===== config.mk =====
export PLATFORM = sky130hd
export DESIGN_NAME = anchor_grid_box_decode_core
export DESIGN_NICKNAME = d
export VERILOG_FILES = /design/src/sv/agbd_pkg.sv /design/src/sv/anchor_grid_box_decode_core.sv
export SDC_FILE = /design/constraint.sdc
export NUM_CORES = 2
export LEC_CHECK = 0
export BUFFER_PORTS_ARGS = -buffer_cell sky130_fd_sc_hd__buf_4
export CORE_MARGIN = 3
export CORE_UTILIZATION = 25
export CTS_BUF_LIST = sky130_fd_sc_hd__clkbuf_4 sky130_fd_sc_hd__clkbuf_8
export DETAILED_ROUTE_END_ITERATION = 8
export SYNTH_ARGS = -nofsm -noshare
export SYNTH_HDL_FRONTEND = slang
export SYNTH_SLANG_ARGS = --single-unit

===== constraint.sdc =====
create_clock -name clk_i -period 22.9 [get_ports clk_i]
set_input_delay 1.145 -clock clk_i [delete_from_list [all_inputs] [get_ports clk_i]]
set_output_delay 1.145 -clock clk_i [all_outputs]
set_load 0.005 [all_outputs]

===== src/sv/agbd_pkg.sv =====
// Anchor grid box decode: shared widths, register map and reset values.
// Standalone package, no dependencies; used by anchor_grid_box_decode_core.
package agbd_pkg;

  // Defaults for the top-level parameters
  localparam int MAX_GRID_DIM_DEF   = 64;
  localparam int PROB_FRAC_BITS_DEF = 16;

  // Payload widths
  localparam int FIELD_W    = 17;
  localparam int BOX_POS_W  = 20;
  localparam int BOX_SIZE_W = 14;
  localparam int STRIDE_W   = 7;
  localparam int DIM_W      = 7;
  localparam int ANCHOR_W   = 8;

  // Configuration port
  localparam int APB_AW = 5;
  localparam int APB_DW = 32;
  localparam int REG_IDX_W = 3;

  localparam logic [REG_IDX_W-1:0] REG_THRESHOLD = 3'd0;
  localparam logic [REG_IDX_W-1:0] REG_STRIDE    = 3'd1;
  localparam logic [REG_IDX_W-1:0] REG_COLS      = 3'd2;
  localparam logic [REG_IDX_W-1:0] REG_ROWS      = 3'd3;
  localparam logic [REG_IDX_W-1:0] REG_ANCHOR_W  = 3'd4;
  localparam logic [REG_IDX_W-1:0] REG_ANCHOR_H  = 3'd5;

  localparam logic [FIELD_W-1:0]  THRESHOLD_RST = 17'd32768;
  localparam logic [STRIDE_W-1:0] STRIDE_RST    = 7'd16;
  localparam logic [DIM_W-1:0]    COLS_RST      = 7'd16;
  localparam logic [DIM_W-1:0]    ROWS_RST      = 7'd12;
  localparam logic [ANCHOR_W-1:0] ANCHOR_W_RST  = 8'd33;
  localparam logic [ANCHOR_W-1:0] ANCHOR_H_RST  = 8'd30;

  localparam logic [FIELD_W-1:0]    SCORE_MAX = 17'h1ffff;
  localparam logic [BOX_SIZE_W-1:0] SIZE_MAX  = 14'h3fff;

endpackage


===== src/sv/anchor_grid_box_decode_core.sv =====
// Anchor grid box decode core: scores, class pick and box decode of one grid cell.
// Depends on agbd_pkg. One shared 25x17 multiplier under a step sequencer.
//
//  channel | handshake                 | payload
//  --------+---------------------------+------------------------------------------
//  in      | in_valid_i / in_ready_o   | obj_prob, left/right_prob, off_x/y, size_w/h
//  out     | out_valid_o / out_ready_i | detected, hand, scores, box_x/y/w/h, last_cell
//  cfg     | psel/penable/pwrite       | paddr, pwdata, prdata, pready (always high)
//
// Each cell passes through the transfer and 11 sequencer steps, ten of them
// multiplies on the single shared multiplier, the last one the edge and output write.
// in_ready_o is high only while the sequencer is idle. A finished result waits in the
// output register; the next cell is taken meanwhile and its final step holds until
// the waiting result has been transferred.
// Reset (rst_ni low, asynchronous) restores the register defaults and clears the
// column and row counters.
module anchor_grid_box_decode_core #(
  parameter int MAX_GRID_DIM   = agbd_pkg::MAX_GRID_DIM_DEF,
  parameter int PROB_FRAC_BITS = agbd_pkg::PROB_FRAC_BITS_DEF
) (
  input  logic                                clk_i,
  input  logic                                rst_ni,
  // input cell
  input  logic                                in_valid_i,
  output logic                                in_ready_o,
  input  logic [agbd_pkg::FIELD_W-1:0]        obj_prob_i,
  input  logic [agbd_pkg::FIELD_W-1:0]        left_prob_i,
  input  logic [agbd_pkg::FIELD_W-1:0]        right_prob_i,
  input  logic [agbd_pkg::FIELD_W-1:0]        off_x_i,
  input  logic [agbd_pkg::FIELD_W-1:0]        off_y_i,
  input  logic [agbd_pkg::FIELD_W-1:0]        size_w_i,
  input  logic [agbd_pkg::FIELD_W-1:0]        size_h_i,
  // result
  output logic                                out_valid_o,
  input  logic                                out_ready_i,
  output logic                                detected_o,
  output logic                                hand_is_left_o,
  output logic [agbd_pkg::FIELD_W-1:0]        hand_score_o,
  output logic [agbd_pkg::FIELD_W-1:0]        left_conf_o,
  output logic [agbd_pkg::FIELD_W-1:0]        right_conf_o,
  output logic signed [agbd_pkg::BOX_POS_W-1:0] box_x_o,
  output logic signed [agbd_pkg::BOX_POS_W-1:0] box_y_o,
  output logic [agbd_pkg::BOX_SIZE_W-1:0]     box_w_o,
  output logic [agbd_pkg::BOX_SIZE_W-1:0]     box_h_o,
  output logic                                last_cell_o,
  // configuration
  input  logic                                psel,
  input  logic                                penable,
  input  logic                                pwrite,
  input  logic [agbd_pkg::APB_AW-1:0]         paddr,
  input  logic [agbd_pkg::APB_DW-1:0]         pwdata,
  output logic [agbd_pkg::APB_DW-1:0]         prdata,
  output logic                                pready
);

  localparam int FW   = agbd_pkg::FIELD_W;
  localparam int CW   = $clog2(MAX_GRID_DIM);
  localparam int DW   = CW + 1;
  localparam int MA_W = FW + agbd_pkg::ANCHOR_W;   // size factor times anchor
  localparam int MB_W = FW;
  localparam int PW   = MA_W + MB_W;
  localparam int RW   = PW + 1;                    // product plus rounding carry
  localparam int SZ_SHIFT = 2 * PROB_FRAC_BITS - 6;
  localparam int SZ_W = RW - SZ_SHIFT;
  localparam int EW   = PW + 10;                   // signed edge arithmetic
  localparam int PO_W = agbd_pkg::BOX_POS_W;

  // Sequencer states and steps
  localparam logic ST_IDLE = 1'b0;
  localparam logic ST_RUN  = 1'b1;

  localparam logic [3:0] S_LW  = 4'd0;   // left prob * obj
  localparam logic [3:0] S_RW  = 4'd1;   // right prob * obj
  localparam logic [3:0] S_WA  = 4'd2;   // size_w * anchor_w
  localparam logic [3:0] S_WS  = 4'd3;   // ... * size_w
  localparam logic [3:0] S_HA  = 4'd4;   // size_h * anchor_h
  localparam logic [3:0] S_HS  = 4'd5;   // ... * size_h
  localparam logic [3:0] S_CX  = 4'd6;   // off_x * stride
  localparam logic [3:0] S_PX  = 4'd7;   // col * stride
  localparam logic [3:0] S_CY  = 4'd8;   // off_y * stride, x edge
  localparam logic [3:0] S_PY  = 4'd9;   // row * stride
  localparam logic [3:0] S_FIN = 4'd10;  // y edge, result write

  // Configuration registers
  logic [FW-1:0]                       thr_q;
  logic [agbd_pkg::STRIDE_W-1:0]       stride_q;
  logic [agbd_pkg::DIM_W-1:0]          cols_q;
  logic [agbd_pkg::DIM_W-1:0]          rows_q;
  logic [agbd_pkg::ANCHOR_W-1:0]       anc_w_q;
  logic [agbd_pkg::ANCHOR_W-1:0]       anc_h_q;
  logic                                cfg_wr;
  logic [agbd_pkg::REG_IDX_W-1:0]      cfg_idx;

  // Control
  logic                                state_q;
  logic [3:0]                          step_q;
  logic                                in_fire;
  logic                                out_free;
  logic [CW-1:0]                       col_q;
  logic [CW-1:0]                       row_q;
  logic [DW-1:0]                       cols_c;
  logic [DW-1:0]                       rows_c;
  logic                                end_col;
  logic                                end_row;

  // Captured cell
  logic [FW-1:0]                       obj_q, lp_q, rp_q, ox_q, oy_q, sw_q, sh_q;
  logic [CW-1:0]                       cell_col_q;
  logic [CW-1:0]                       cell_row_q;
  logic                                cell_last_q;

  // Datapath
  logic [MA_W-1:0]                     mul_a;
  logic [MB_W-1:0]                     mul_b;
  logic [PW-1:0]                       prod_q;
  logic [PW-1:0]                       wt_shift;
  logic [FW-1:0]                       wt_sat;
  logic [RW-1:0]                       sz_sum;
  logic [SZ_W-1:0]                     sz_round;
  logic [EW-1:0]                       c_sum;
  logic [EW-1:0]                       c_pos;
  logic [FW-1:0]                       lw_q, rw_q;
  logic [SZ_W-1:0]                     w16_q, h16_q;
  logic [EW-1:0]                       cpos_q;
  logic signed [EW-1:0]                edge_v32;
  logic signed [EW-1:0]                edge_v16;
  logic [SZ_W-1:0]                     edge_size;
  logic [PO_W-1:0]                     edge_sat;
  logic [PO_W-1:0]                     bx_q;
  logic                                is_left;
  logic [FW-1:0]                       score;

  // Output register
  logic                                out_valid_q;
  logic                                det_q, left_q, last_q;
  logic [FW-1:0]                       score_q, lconf_q, rconf_q;
  logic [PO_W-1:0]                     box_x_q, box_y_q;
  logic [agbd_pkg::BOX_SIZE_W-1:0]     box_w_q, box_h_q;

  // ---------------------------------------------------------------- config port
  assign pready  = 1'b1;
  assign cfg_idx = paddr[agbd_pkg::APB_AW-1:2];
  assign cfg_wr  = psel & penable & pwrite;

  always_comb begin
    prdata = '0;
    case (cfg_idx)
      agbd_pkg::REG_THRESHOLD: prdata = agbd_pkg::APB_DW'(thr_q);
      agbd_pkg::REG_STRIDE:    prdata = agbd_pkg::APB_DW'(stride_q);
      agbd_pkg::REG_COLS:      prdata = agbd_pkg::APB_DW'(cols_q);
      agbd_pkg::REG_ROWS:      prdata = agbd_pkg::APB_DW'(rows_q);
      agbd_pkg::REG_ANCHOR_W:  prdata = agbd_pkg::APB_DW'(anc_w_q);
      agbd_pkg::REG_ANCHOR_H:  prdata = agbd_pkg::APB_DW'(anc_h_q);
      default:                 prdata = '0;
    endcase
  end

  always_ff @(posedge clk_i or negedge rst_ni) begin
    if (!rst_ni) begin
      thr_q    <= agbd_pkg::THRESHOLD_RST;
      stride_q <= agbd_pkg::STRIDE_RST;
      cols_q   <= agbd_pkg::COLS_RST;
      rows_q   <= agbd_pkg::ROWS_RST;
      anc_w_q  <= agbd_pkg::ANCHOR_W_RST;
      anc_h_q  <= agbd_pkg::ANCHOR_H_RST;
    end else if (cfg_wr) begin
      case (cfg_idx)
        agbd_pkg::REG_THRESHOLD: thr_q    <= pwdata[FW-1:0];
        agbd_pkg::REG_STRIDE:    stride_q <= pwdata[agbd_pkg::STRIDE_W-1:0];
        agbd_pkg::REG_COLS:      cols_q   <= pwdata[agbd_pkg::DIM_W-1:0];
        agbd_pkg::REG_ROWS:      rows_q   <= pwdata[agbd_pkg::DIM_W-1:0];
        agbd_pkg::REG_ANCHOR_W:  anc_w_q  <= pwdata[agbd_pkg::ANCHOR_W-1:0];
        agbd_pkg::REG_ANCHOR_H:  anc_h_q  <= pwdata[agbd_pkg::ANCHOR_W-1:0];
        default: ;
      endcase
    end
  end

  // ---------------------------------------------------------------- grid position
  // Clamp the grid size to 1..MAX_GRID_DIM; a value above the limit is never picked
  // through the narrowing cast.
  always_comb begin
    if (cols_q == '0)
      cols_c = DW'(1);
    else if (32'(cols_q) > 32'(MAX_GRID_DIM))
      cols_c = DW'(MAX_GRID_DIM);
    else
      cols_c = DW'(cols_q);
    if (rows_q == '0)
      rows_c = DW'(1);
    else if (32'(rows_q) > 32'(MAX_GRID_DIM))
      rows_c = DW'(MAX_GRID_DIM);
    else
      rows_c = DW'(rows_q);
  end

  assign end_col = ({1'b0, col_q} + DW'(1)) >= cols_c;
  assign end_row = ({1'b0, row_q} + DW'(1)) >= rows_c;

  assign in_ready_o = (state_q == ST_IDLE);
  assign in_fire    = in_valid_i & in_ready_o;
  assign out_free   = ~out_valid_q | out_ready_i;

  always_ff @(posedge clk_i or negedge rst_ni) begin
    if (!rst_ni) begin
      col_q <= '0;
      row_q <= '0;
    end else if (in_fire) begin
      if (end_col) begin
        col_q <= '0;
        row_q <= end_row ? '0 : row_q + CW'(1);
      end else begin
        col_q <= col_q + CW'(1);
      end
    end
  end

  // Capture the cell on transfer
  always_ff @(posedge clk_i) begin
    if (in_fire) begin
      obj_q       <= obj_prob_i;
      lp_q        <= left_prob_i;
      rp_q        <= right_prob_i;
      ox_q        <= off_x_i;
      oy_q        <= off_y_i;
      sw_q        <= size_w_i;
      sh_q        <= size_h_i;
      cell_col_q  <= col_q;
      cell_row_q  <= row_q;
      cell_last_q <= end_col & end_row;
    end
  end

  // ---------------------------------------------------------------- sequencer
  always_ff @(posedge clk_i or negedge rst_ni) begin
    if (!rst_ni) begin
      state_q <= ST_IDLE;
      step_q  <= S_LW;
    end else begin
      case (state_q)
        ST_IDLE: begin
          if (in_fire) begin
            state_q <= ST_RUN;
            step_q  <= S_LW;
          end
        end
        ST_RUN: begin
          if (step_q == S_FIN) begin
            // hold the final step until the output register is free
            if (out_free) begin
              state_q <= ST_IDLE;
              step_q  <= S_LW;
            end
          end else begin
            step_q <= step_q + 4'd1;
          end
        end
        default: begin
          state_q <= ST_IDLE;
          step_q  <= S_LW;
        end
      endcase
    end
  end

  // ---------------------------------------------------------------- shared multiplier
  always_comb begin
    mul_a = '0;
    mul_b = '0;
    case (step_q)
      S_LW: begin mul_a = MA_W'(obj_q);          mul_b = lp_q;                  end
      S_RW: begin mul_a = MA_W'(obj_q);          mul_b = rp_q;                  end
      S_WA: begin mul_a = MA_W'(sw_q);           mul_b = MB_W'(anc_w_q);        end
      S_WS: begin mul_a = prod_q[MA_W-1:0];      mul_b = sw_q;                  end
      S_HA: begin mul_a = MA_W'(sh_q);           mul_b = MB_W'(anc_h_q);        end
      S_HS: begin mul_a = prod_q[MA_W-1:0];      mul_b = sh_q;                  end
      S_CX: begin mul_a = MA_W'(ox_q);           mul_b = MB_W'(stride_q);       end
      S_PX: begin mul_a = MA_W'(cell_col_q);     mul_b = MB_W'(stride_q);       end
      S_CY: begin mul_a = MA_W'(oy_q);           mul_b = MB_W'(stride_q);       end
      S_PY: begin mul_a = MA_W'(cell_row_q);     mul_b = MB_W'(stride_q);       end
      default: begin mul_a = '0;                 mul_b = '0;                    end
    endcase
  end

  always_ff @(posedge clk_i) begin
    if (state_q == ST_RUN && step_q != S_FIN) begin
      prod_q <= PW'(mul_a) * PW'(mul_b);
    end
  end

  // ---------------------------------------------------------------- post-processing
  // Weighted score: truncate the fraction, saturate to the field
  assign wt_shift = prod_q >> PROB_FRAC_BITS;
  assign wt_sat   = (wt_shift > PW'(agbd_pkg::SCORE_MAX)) ? agbd_pkg::SCORE_MAX
                                                          : wt_shift[FW-1:0];

  // Box size in 1/16 px, round half up
  assign sz_sum   = RW'(prod_q) + (RW'(1) << (SZ_SHIFT - 1));
  assign sz_round = SZ_W'(sz_sum >> SZ_SHIFT);

  // Centre offset in 1/32 px from off * stride
  assign c_sum = (EW'(prod_q) << 6) + (EW'(1) << (PROB_FRAC_BITS - 1));
  assign c_pos = c_sum >> PROB_FRAC_BITS;

  // Edge = centre + (32*pos - 16)*stride - size, then halve with floor and saturate
  assign edge_size = (step_q == S_CY) ? w16_q : h16_q;
  assign edge_v32  = $signed(cpos_q)
                   + $signed(EW'(prod_q) << 5)
                   - $signed(EW'(stride_q) << 4)
                   - $signed(EW'(edge_size));
  assign edge_v16  = edge_v32 >>> 1;

  always_comb begin
    if (edge_v16[EW-1:PO_W-1] == '0 || edge_v16[EW-1:PO_W-1] == '1)
      edge_sat = edge_v16[PO_W-1:0];
    else if (edge_v16[EW-1])
      edge_sat = {1'b1, {(PO_W-1){1'b0}}};
    else
      edge_sat = {1'b0, {(PO_W-1){1'b1}}};
  end

  always_ff @(posedge clk_i) begin
    if (state_q == ST_RUN) begin
      case (step_q)
        S_RW:    lw_q   <= wt_sat;
        S_WA:    rw_q   <= wt_sat;
        S_HA:    w16_q  <= sz_round;
        S_CX:    h16_q  <= sz_round;
        S_PX:    cpos_q <= c_pos;
        S_CY:    bx_q   <= edge_sat;
        S_PY:    cpos_q <= c_pos;
        default: ;
      endcase
    end
  end

  assign is_left = lw_q > rw_q;
  assign score   = is_left ? lw_q : rw_q;

  // ---------------------------------------------------------------- output register
  always_ff @(posedge clk_i or negedge rst_ni) begin
    if (!rst_ni) begin
      out_valid_q <= 1'b0;
    end else if (state_q == ST_RUN && step_q == S_FIN && out_free) begin
      out_valid_q <= 1'b1;
    end else if (out_ready_i) begin
      out_valid_q <= 1'b0;
    end
  end

  always_ff @(posedge clk_i) begin
    if (state_q == ST_RUN && step_q == S_FIN && out_free) begin
      det_q   <= score > thr_q;
      left_q  <= is_left;
      score_q <= score;
      lconf_q <= lp_q;
      rconf_q <= rp_q;
      box_x_q <= bx_q;
      box_y_q <= edge_sat;
      box_w_q <= (64'(w16_q) > 64'(agbd_pkg::SIZE_MAX)) ? agbd_pkg::SIZE_MAX
                                                        : agbd_pkg::BOX_SIZE_W'(w16_q);
      box_h_q <= (64'(h16_q) > 64'(agbd_pkg::SIZE_MAX)) ? agbd_pkg::SIZE_MAX
                                                        : agbd_pkg::BOX_SIZE_W'(h16_q);
      last_q  <= cell_last_q;
    end
  end

  assign out_valid_o    = out_valid_q;
  assign detected_o     = det_q;
  assign hand_is_left_o = left_q;
  assign hand_score_o   = score_q;
  assign left_conf_o    = lconf_q;
  assign right_conf_o   = rconf_q;
  assign box_x_o        = $signed(box_x_q);
  assign box_y_o        = $signed(box_y_q);
  assign box_w_o        = box_w_q;
  assign box_h_o        = box_h_q;
  assign last_cell_o    = last_q;

endmodule

==> Word level (Yosys, flattened, before mapping) <==
Cells that the tools add are included.
{ "word_totals": {"regBits": 492, "latchBits": 0, "ramBits": 0, "mem_bits_ro": 0, "in_bits": 163, "wordCells": 136, "mem_count": 0} }
{ "op_classes": {"addsub": 10, "multipliers": 1, "div": 0, "magnitude_cmp": 9, "n_eq_ne": 19, "shifts": 0, "n_mux": 24, "bitwise_logic": 7, "n_reduce_logical": 28} }
{ "ops": {"columns": ["cell", "count"], "rows": [
  ["one-hot mux 25 bit (8 select lines)", 1],
  ["one-hot mux 17 bit (7 select lines)", 1],
  ["one-hot mux 17 bit (6 select lines)", 1],
  ["two-way mux 17 bit", 3],
  ["subtractor 49 x 18 -> 50 bit", 1],
  ["adder 48 x 16 -> 49 bit (second input constant)", 1],
  ["subtractor 48 x 11 -> 49 bit", 1],
  ["adder 36 x 47 -> 48 bit", 1],
  ["adder 42 x 26 -> 43 bit (second input constant)", 1],
  ["multiplier 25 x 17 -> 42 bit", 1],
  ["two-way mux 20 bit", 2],
  ["> comparator 17 x 14 -> 1 bit (second input constant)", 2],
  ["> comparator 17 bit", 2],
  ["== test 33 bit (second input constant)", 1],
  ["zero test 33 bit", 1],
  ["two-way mux 7 bit", 4],
  ["AND reduction 2 bit", 14],
  ["> comparator 26 x 17 -> 1 bit (second input constant)", 1],
  ["== test 4 x 3 -> 1 bit (second input constant)", 4],
  ["adder 6 x 1 -> 7 bit (second input constant)", 2],
  [">= comparator 7 bit", 2],
  ["> comparator 7 bit (second input constant)", 2],
  ["zero test 7 bit", 2],
  ["adder 6 x 1 -> 6 bit (second input constant)", 2],
  ["other kinds (25)", 45]
]} }

==> Longest topological paths before layout <==
{ "depth": {"depth_word": 6, "mapped_depth": 38, "mapped_depth_nobuf": 35} }

==> Least setup slack after synthesis <==
No wires, ideal clock.
{ "synth_timing": {"path_kind": "register to register", "start": "register step_q[0]", "end": "register prod_q[36], data pin", "arrival_time_ns": 7.967, "t_required_ns": 22.642, "path_slack_ns": 14.675, "path_stages_with_launch": 31, "path_buffers": 4, "cell_sequence": "dfrtp_1 -> buf_1 -> nand2_1 -> nor3_1 -> or2_2 -> clkbuf_1 -> clkbuf_1 -> nand2_1 -> nand4_1 -> clkbuf_1 -> nand2_1 -> fa_1 -> inv_1 -> fa_1 -> fa_1 -> fa_1 -> fa_1 -> fa_1 -> ha_1 -> a21o_1 -> a21o_1 -> or3_1 -> a211o_1 -> a31oi_1 -> o21ai_0 -> a211oi_1 -> o21bai_1 -> nor3_1 -> o21bai_1 -> a21oi_1 -> xnor2_1"} }
{ "synth_via": {"elab_chain_len": 4} }
{ "synth_lines": {"columns": ["item", "line", "rtl"], "rows": [
  ["start: declaration", "anchor_grid_box_decode_core.sv:96", "logic [3:0] step_q;"],
  ["start signal: assignment", "anchor_grid_box_decode_core.sv:255", "step_q <= step_q + 4'd1;"],
  ["== test 4 bit, or another cell as far along", "anchor_grid_box_decode_core.sv:270", "case (step_q)"],
  ["OR reduction 4 bit (no source line) or OR reduction 2 bit (tied branches)", null, null],
  ["one-hot mux 17 bit (7 select lines) or one-hot mux 25 bit (8 select lines) (tied branches)", "anchor_grid_box_decode_core.sv:270", null],
  ["multiplier 25 x 17 -> 42 bit (*)", "anchor_grid_box_decode_core.sv:287", "prod_q <= PW'(mul_a) * PW'(mul_b);"],
  ["end signal: assignment", "anchor_grid_box_decode_core.sv:287", null],
  ["end: declaration", "anchor_grid_box_decode_core.sv:115", "logic [PW-1:0] prod_q;"]
]} }
Every way passes the cells marked *; elsewhere a longest branch is shown, timed or not.
A chain may end at the register's enable or synchronous reset.

==> Final worst setup path <==
Same ends and word-level chain as after synthesis.

==> metrics.txt <==
CP startpoint step_q[0]; Post-Route Setup TNS 0 ns; CP peak stage delay around 1.1 ns; number of distinct library cells after synthesis 102; DRC violations left 0; top-area cell type share of the netlist area 0.318; dpl hpwl ~97000 um; sum of buffers and inverters on the critical path 4; critical path class register to register; Max Clk Rate about 95 MHz; area growth from synthesis to layout 16.1%; combined area of the multi-input logic cells about 0.022 mm2; area of the mapped netlist between 0.03 and 0.04 mm2; end of the worst register-to-register path prod_q[36]; met1 track utilization from global routing 0.197; Core Region 0.156 mm2; proportion of synthesized flip-flops having asynchronous set or reset 0.147; latest clock arrival within the worst-skew pair roughly 0.71 ns; number of buffers inserted for hold repair after clock tree synthesis 0; crit path max-delay cell type a222oi_1; Tcrit/Tclk final 0.458; worst-case register-to-register setup slack ~12 ns; top cell family by delay on the critical path compound AO/OA/AOI/OAI gates; number of cells produced by synthesis ~3800; maximum clock insertion buffer count 3; most common flop cell mapped by yosys edfxtp_1; placed instance area 0.0439 mm2; required time of the worst setup path about 23 ns; reg2reg start step_q[0]; number of pins exceeding their max-slew limit in the final report 0; top post-synthesis cells by area edfxtp_1 32%, fa_1 18%, ha_1 8.7%; full die area roughly 0.16 mm2; most prevalent standard cell on the critical path fa_1; post-layout worst setup margin between 10 and 15 ns; number of antenna-violating nets in the routed design 0; Net count, final slightly below 5000; number of H-tree levels 3; clock transition at the registers of the reported paths roughly 0.060 ns; worst slack after detailed placement between 10 and 15 ns; global-route met3 utilization 0.0357; register area share after synthesis 0.364; global-route wire length before repair 186000 um; number of buffers created by CTS between 80 and 90; die extent in x 403 um; Synth Area per Inst ~10 um2; peak fanout along the critical path 25; most numerous cell types in the synthesized netlist 599 x inv_1, 467 x nand2_1, 417 x edfxtp_1; Warnings, synthesis 0; number of cells upsized or downsized after cts 0; arrival time at the worst endpoint roughly 11 ns; Root Driver clkbuf_8; FF+latch count, synth 489; Min-Delay Path Class register to register; number of sinks driven by the clock tree around 490; normalized max-slew margin 0.146; hold path startpoint bx_q[5]; unrepaired setup endpoints after global routing false; detail-routed via count per cell between 4 and 5; kind of start point of the critical path register; status completed; Fin Clk Skew 0.0339 ns; most used routing layer met2; number of failing setup endpoints in the final timing report 0; total grt overflow 0; met2 Track Usage GR 0.238; post-route design area between 0.04 and 0.05 mm2; number of antenna violations at the first check in global routing 13; Slew @ Worst Pin about 1.3 ns; vertical die dimension a little over 400 um; Routability Congestion 0.929; EDFF count, synth 417; count leader, synth inv_1; number of ports placed on the die boundary between 300 and 400; initial cell density of the core 0.252; # rows 145; TritonCTS clock tree yes; maximum number of pins on one net before global-route repair 86; count of filler cells inserted in the layout roughly 16000; cell taking the most area after synthesis edfxtp_1; vias ~29000; post-detailed-routing wire length around 120000 um; Critical Path End prod_q[36]; final hold viol count 0; CP Depth 28; fraction of layout instances using a drive strength above 1 0.149; iteration count of the initial detailed-routing pass 8; max-cap violations 0; cell count of the worst reg-to-reg path 28; Setup Fix Bufs, Post-CTS 0; core utilization of the finished layout 0.292; count of input and output buffers around 290; 1st-iter DRT viols roughly 2600; storage element area ~0.014 mm2; min Tclk post-route between 10 and 15 ns; number of global-route vias before repair about 30000; endpoint kind of the worst setup timing path register; GRT Overall Usage 0.149; routed wire length per instance about 20 um
## stage by stage
stage / hold slack [ns] / cells
floorplan: 0.400 / 3827
CTS: 0.419 / 6210
global placement: 0.401 / 6051
finish: 0.419 / 6221
detailed placement: 0.405 / 6051
global route: 0.428 / 6215
## worst min-delay path by stage
stage             endpoint  slack, ns  cells past startpoint
6_report        box_x_o[5]       0.42                      0
5_1_grt        box_x_o[14]       0.43                      0
4_1_cts         box_x_o[5]       0.42                      0
3_5_place_dp    box_x_o[5]       0.40                      0
3_3_place_gp    box_x_o[1]       0.40                      0
2_1_floorplan   box_x_o[0]       0.40                      0
## worst reg2reg max path: cells and delay by family (launching register included)
family,cells,cell delay [ns]
and+or+nand+nor,6,2.12
AOI/OAI and AO/OA,10,3.29
adders and majority gates,7,3.28
buffers and inverters,4,0.48
xor gates and xnor gates,1,0.09
DFF,1,0.95
## metal layers
layer | up-vias | share of wire
li1 | 13300 | -
met1 | 14700 | 0.42
met2 | 1176 | 0.46
met3 | 197 | 0.087
met4 | 2 | 0.033
met5 | - | 0.00011
## cell families (layout without fill, tap and decap cells)
kind of cell	after synthesis	count (layout)	synth area share
mux	113	113	0.0310
compound gates	531	531	0.0929
simple gates	1141	1141	0.137
flops	489	489	0.364
xor+xnor	156	156	0.0350
other cells	2	27	0.000191
fa+ha+maj	624	624	0.265
buf+inv	757	1082	0.0750
## cells in the final DEF (no fill, tap or decap), types with 92 or more instances in the layout
cell	n
a21oi_1	113
buf_4	321
fa_1	351
nor2_1	255
edfxtp_1	417
ha_1	273
xnor2_1	109
inv_1	598
clkbuf_8	92
nand2_1	467
## registers in the layout, indices dropped and copies added (netlist names), 20 cells and up
register  cells
prod_q       42
cpos_q       33
box_x_o      20
box_y_o      20
bx_q         20
## layout make-up
type,instances,area share
Antenna cell,11,0.000602
Tap cell,2058,0.0563
Inverter,602,0.0495
Clock buffer,117,0.0318
Clock inverter,42,0.00875
Sequential cell,489,0.313
Multi-Input combinational cell,2581,0.487
Timing Repair Buffer,321,0.0527
Power is not shown: default switching activity piles up to over one toggle a cycle in this logic, so the estimate is an artifact.
